<file path="src/hdl/gsf_pkg.sv">
// Package for the gaussian splat frame buffer: frame geometry, field widths,
// request codes, stage structs and the divide-by-255 helper. No dependencies.
`timescale 1ns / 1ps
package gsf_pkg;

  localparam int FRAME_WIDTH   = 512;
  localparam int FRAME_HEIGHT  = 512;
  localparam int MAX_THICKNESS = 3;
  localparam int FALLOFF_DEPTH = 256;

  localparam int NPIX    = FRAME_WIDTH * FRAME_HEIGHT;
  localparam int ADDR_W  = $clog2(NPIX);
  localparam int COL_W   = $clog2(FRAME_WIDTH);
  localparam int ROW_W   = $clog2(FRAME_HEIGHT);
  localparam int TBL_AW  = $clog2(FALLOFF_DEPTH);
  localparam int CLR_LEN = (NPIX > FALLOFF_DEPTH) ? NPIX : FALLOFF_DEPTH;
  localparam int CLR_W   = $clog2(CLR_LEN);

  // Q4 position, window coordinates, window offsets and distance widths
  localparam int MAX_DIM = (FRAME_WIDTH > FRAME_HEIGHT) ? FRAME_WIDTH : FRAME_HEIGHT;
  localparam int POS_W   = $clog2(MAX_DIM * 8 + 16384) + 1;
  localparam int C_W     = POS_W - 2;
  localparam int OFS_W   = $clog2(2 * MAX_THICKNESS + 2);
  localparam int T_W     = $clog2(MAX_THICKNESS + 2);
  localparam int DX_W    = $clog2(16 * MAX_THICKNESS + 9) + 1;
  localparam int D2_W    = 2 * DX_W;

  // port field widths
  localparam int KIND_W  = 2;
  localparam int XY_W    = 15;
  localparam int CH_W    = 8;
  localparam int RC_W    = 9;
  localparam int TIDX_W  = 8;
  localparam int TVAL_W  = 9;
  localparam int CNT_W   = 6;
  localparam int CFG_W   = 4;
  localparam int CFGI_W  = 1;
  localparam int THK_W   = 2;
  localparam int DSH_W   = 4;

  localparam logic [KIND_W-1:0] REQ_SPLAT = 2'd0;
  localparam logic [KIND_W-1:0] REQ_READ  = 2'd1;
  localparam logic [KIND_W-1:0] REQ_LOAD  = 2'd2;

  localparam logic [CFGI_W-1:0] REG_LINE_THICKNESS = 1'd0;
  localparam logic [CFGI_W-1:0] REG_DIST_SHIFT     = 1'd1;

  localparam logic [31:0] BASE_INIT = 32'hFF00_0000;
  localparam logic [TVAL_W-1:0] FULL_FACTOR = 9'd256;

  // reciprocal of 255 in Q23, always rounds up by at most one
  localparam logic [15:0] DIV_MUL = 16'd32897;
  localparam int DIV_SHIFT = 23;

  typedef struct packed {
    logic              valid;
    logic              rd;
    logic [ADDR_W-1:0] addr;
    logic [31:0]       dst;
    logic [23:0]       src;
    logic [7:0]        sa;
  } blend_in_t;

  typedef struct packed {
    logic              valid;
    logic              rd;
    logic [ADDR_W-1:0] addr;
    logic [31:0]       pix;
  } blend_out_t;

  function automatic logic [7:0] div255(input logic [16:0] x);
    logic [33:0] m;
    logic [10:0] q;
    m = 34'(x) * 34'(DIV_MUL);
    q = m[33:DIV_SHIFT];
    if ((19'(q) * 19'(255)) > 19'(x)) begin
      q = q - 11'd1;
    end
    return q[7:0];
  endfunction

endpackage

</file>
<file path="src/hdl/gsf_blend.sv">
// Alpha-over blend: registered channel products, then a combinational divide by 255.
// Depends on gsf_pkg.
`timescale 1ns / 1ps
module gsf_blend (
  input  logic               clk,
  input  logic               rst_n,
  input  gsf_pkg::blend_in_t bin,
  output gsf_pkg::blend_out_t bout
);
  import gsf_pkg::*;

  logic              p_valid_r;
  logic              p_rd_r;
  logic [ADDR_W-1:0] p_addr_r;
  logic [16:0]       p_r_r, p_g_r, p_b_r;
  logic [16:0]       p_a_r;
  logic [7:0]        p_sa_r;
  logic [7:0]        inv;

  assign inv = 8'd255 - bin.sa;

  always_ff @(posedge clk) begin
    if (!rst_n) begin
      p_valid_r <= 1'b0;
    end else begin
      p_valid_r <= bin.valid;
    end
  end

  always_ff @(posedge clk) begin
    p_rd_r   <= bin.rd;
    p_addr_r <= bin.addr;
    p_sa_r   <= bin.sa;
    p_r_r    <= 17'(bin.src[7:0])   * 17'(bin.sa) + 17'(bin.dst[7:0])   * 17'(inv);
    p_g_r    <= 17'(bin.src[15:8])  * 17'(bin.sa) + 17'(bin.dst[15:8])  * 17'(inv);
    p_b_r    <= 17'(bin.src[23:16]) * 17'(bin.sa) + 17'(bin.dst[23:16]) * 17'(inv);
    p_a_r    <= 17'(bin.dst[31:24]) * 17'(inv);
  end

  always_comb begin
    bout.valid = p_valid_r;
    bout.rd    = p_rd_r;
    bout.addr  = p_addr_r;
    bout.pix   = {p_sa_r + div255(p_a_r), div255(p_b_r), div255(p_g_r), div255(p_r_r)};
  end

endmodule
</file>
<file path="config.mk">
export PLATFORM = sky130hd
export DESIGN_NAME = gsf_blend
export DESIGN_NICKNAME = d
export VERILOG_FILES = /design/src/hdl/gsf_pkg.sv /design/src/hdl/gsf_blend.sv
export SDC_FILE = /design/constraint.sdc
export NUM_CORES = 2
export LEC_CHECK = 0
export ABC_AREA = 1
export BUFFER_PORTS_ARGS = -buffer_cell sky130_fd_sc_hd__buf_4
export CORE_ASPECT_RATIO = 0.8
export CORE_MARGIN = 4
export CORE_UTILIZATION = 65
export DETAILED_ROUTE_END_ITERATION = 7
export PLACE_DENSITY = 0.83
export SLEW_MARGIN = 20
export SYNTH_ARGS = -nofsm -noshare
export SYNTH_HDL_FRONTEND = slang
export SYNTH_SLANG_ARGS = --single-unit
</file>
<file path="constraint.sdc">
create_clock -name clk -period 10.6 [get_ports clk]
set_clock_uncertainty 0.05 [all_clocks]
set_input_delay 1.06 -clock clk [delete_from_list [all_inputs] [get_ports clk]]
set_output_delay 1.06 -clock clk [all_outputs]
set_load 0.005 [all_outputs]
</file>
==> run summary <==
The flow ran to the end, and the final reports show no timing, DRC or antenna violations. The logs give 0.05605 for the register area share after synthesis and 134600 um for the wire length of the first global-routing pass. The routed wire length was 81900 um. Top cell family by delay on the critical path: adder cells.

The instance count along the most critical hold path is 1. In this run the worst hold path is classified as input pin to flop. The synthesized design contains 0 enable-type register cells. The number of endpoints with negative hold slack in the final report was 0; the floorplan die width was 263.4 um. The CTS root buffer was sky130_fd_sc_hd__clkbuf_16. The fraction of the cycle the final worst path needs is 0.9715, and the number of buffer and inverter stages on the critical path is 9. The hold path startpoint was bin[73]. Setup violations remaining at the end of the flow were counted as 0. Dividing the detail-routed wire length by the instance count gives 16.18 um. At the pin with the least slew margin, the transition time is 0.8086 ns. The core region is 51290 um2. In the routed design, unresolved DRC markers number 0.

For the worst setup path, the data required time is 9.49 ns. For this design, the slowest cell found on the critical path is sky130_fd_sc_hd__fa_1. The share of synthesized registers carrying an async set or reset is 0. Across the run, the number of max-cap violations was 0. With fillers left out, the area of the finished cells amounts to 36780 um2. Input and output buffers added on the ports amount to 137.

In this run the number of H-tree levels came out at 3. The tools report the global-route total usage across every layer as 0.2919. At the worst endpoint, the arrival time is 9.19 ns. Dividing the detail-routed via count by the number of cells gives 5.477. The largest family of logic cells by synthesized area is adder cells. Number of top-level design ports: 138.

STA classifies the critical path endpoint as an output pin. The placement row count is 74, and the flip-flop and latch count after synthesis is 95. The number of antenna violations at the first check in global routing is 3, and the xor and xnor fraction of the mapped netlist area is 0.04211. The HPWL after detailed placement is 68550 um. The tightest slew margin relative to the limit was 0.4591; the mean area per synthesized cell was 7.961 um2. Of all nets on the critical path, the largest fanout is 7. TritonCTS built the clock tree. Cell count along the critical path: 56. The via count of the first global-routing pass is 28030, and the multiplexer share of the synthesized area is 0. The cell area that synthesis handed to floorplanning was 33930 um2. The tools report the element type at the critical path start as a flop. The tools report the number of library cell types mapped by synthesis as 53. The max-slew violation count is 0, and the number of buffers inserted during clock tree synthesis is 9. The clock passes through at most 2 buffers. Sum of overflow across all layers after global routing: 0. The area growth from synthesis to layout is 8.401%.

For this block, the via count after detailed routing is 27720. The cell repeated most along the worst path is sky130_fd_sc_hd__nand2_1. The placed instances occupy a cell area of 35700 um2. The simple-gate area share of the yosys netlist was 0.1545; the remaining antenna violation count after routing was 0.

The type of the setup path with the least slack is flop to output pin. The cell count after synthesis came out at 4262. The synthesized-area fraction occupied by adder cells was 0.5606. The floorplan die height was 212.4 um; the initial cell density of the core was 0.6615. The proportion of layout cells with a drive suffix above 1 works out to 0.07886. The number of nets in the layout is 5693. The clock period could shrink to 10.30 ns.

During synthesis, Yosys emitted a total of 0 warnings. For the number of DRC markers in iteration 0, the log shows 1946. The highest attainable clock frequency came out at 97.10 MHz. The fraction of the mapped netlist area in compound gates was 0.06365. In this design, the stage delay of the slowest critical-path cell is 0.52 ns. In the synthesized netlist the dominant register cell turns out to be sky130_fd_sc_hd__dfxtp_1. The floorplan step defined a die boundary enclosing 55940 um2.

The logs give 0.9385 for the routability congestion estimate from global placement and 95 for the number of clock sinks seen by CTS. Entering global routing, the biggest net connects 54 pins. The path with the worst hold slack has its endpoint at p_addr_r[9]. Before antenna repair, the detailed router went through 7 iterations. The count of fill cells added during filler insertion was 3958. The clock-pin slew on the worst setup and hold paths works out to 0.09 ns.
[state kept, by name, summed over array words and instances (netlist names)]
register and count:
p_sa_r 8, p_g_r 17, p_valid_r 1, p_a_r 16
p_b_r 17, p_addr_r 18, p_r_r 17, p_rd_r 1
[cells in the final DEF (no fill, tap or decap), types with 10 or more instances in the layout]
cell and instances:
sky130_fd_sc_hd__o21ai_0 88, sky130_fd_sc_hd__nand4_1 30, sky130_fd_sc_hd__nand3_1 92, sky130_fd_sc_hd__inv_2 11, sky130_fd_sc_hd__o21ai_1 12, sky130_fd_sc_hd__inv_1 1016
sky130_fd_sc_hd__nand2_2 25, sky130_fd_sc_hd__dfxtp_1 78, sky130_fd_sc_hd__a21oi_1 202, sky130_fd_sc_hd__nand2_1 754, sky130_fd_sc_hd__ha_4 37, sky130_fd_sc_hd__xnor2_1 42
sky130_fd_sc_hd__nor3_1 18, sky130_fd_sc_hd__xor2_1 107, sky130_fd_sc_hd__o21bai_1 16, sky130_fd_sc_hd__nand2_4 10, sky130_fd_sc_hd__ha_1 726, sky130_fd_sc_hd__a21o_1 16
sky130_fd_sc_hd__buf_4 167, sky130_fd_sc_hd__nor2_1 308, sky130_fd_sc_hd__fa_1 470, sky130_fd_sc_hd__dfxtp_2 13
[repair_timing]
action / 4_1_cts / 5_1_grt
pin swaps: 5 / 19
gates resized for setup: 22 / 109
setup endpoints to repair: 2 / 31
hold buffers: 0 / 0
buffers inserted: 1 / 7
cloned: 0 / 1
[area by class of cell]
class	instances	area, um2	area share
sequential	95	1933	0.05256
inverter	1031	3884	0.1056
timing repair buffer	169	1276	0.03470
tap	684	855.8	0.02327
clock inverter	7	60.06	0.001633
multi-input combinational	3064	28540	0.7760
clock buffer	9	225.2	0.006123
antenna	2	5.005	0.0001361
[cells by family (layout without fill, tap and decap cells)]
family | Yosys count | count (layout)
AOI/OAI and AO/OA | 389 | 389
xor gates and xnor gates | 157 | 157
adders and majority gates | 1237 | 1237
buffers and inverters | 1106 | 1216
DFF | 95 | 95
other | 1 | 5
and+or+nand+nor | 1277 | 1278
[routing by layer]
layer / up-vias / share of wire / global-route usage
met4: 2 / 0.019 / 0.06041
met5: - / 0.00013 / 0.003378
met2: 1078 / 0.44 / 0.4533
met3: 138 / 0.094 / 0.06618
li1: 13310 / - / -
met1: 13190 / 0.45 / 0.4230
[cell usage after synthesis, drive strengths merged (8+ instances only)]
cell,count,area share
a211oi,8,0.0018
a21o,16,0.0035
a21oi,211,0.031
buf,24,0.0030
clkbuf,51,0.0059
dfxtp,95,0.056
fa,472,0.28
ha,765,0.28
inv,1030,0.11
nand2,789,0.090
nand3,96,0.015
nand4,31,0.0059
nor2,319,0.036
nor3,21,0.0031
o21ai,103,0.015
o21bai,18,0.0042
xnor2,42,0.011
xor2,113,0.030
[worst max-delay path by stage]
stage / slack [ns] / from / end
floorplan: 0.93 / p_a_r[12] / bout[31]
global placement: 0.39 / p_a_r[15] / bout[31]
detailed placement: 0.16 / p_a_r[13] / bout[30]
CTS: 0.007 / p_a_r[4] / bout[30]
global route: -0.11 / p_a_r[3] / bout[31]
finish: 0.30 / p_a_r[3] / bout[31]
[through the flow]
step	util	TNS [ns]	worst slack, ns	hold slack [ns]	std cells
after floorplan	-	0	0.9313	1.038	4264
after global placement	0.6960	0	0.3875	1.114	5034
after detailed placement	0.6960	0	0.1592	1.116	5034
after CTS	0.7044	0	0.006643	0.6994	5051
after global routing	0.7170	-0.1701	-0.1090	0.7013	5061
final	0.7170	0	0.3018	0.7107	5061
Power is not shown: default switching activity piles up to over one toggle a cycle in this logic, so the estimate is an artifact.
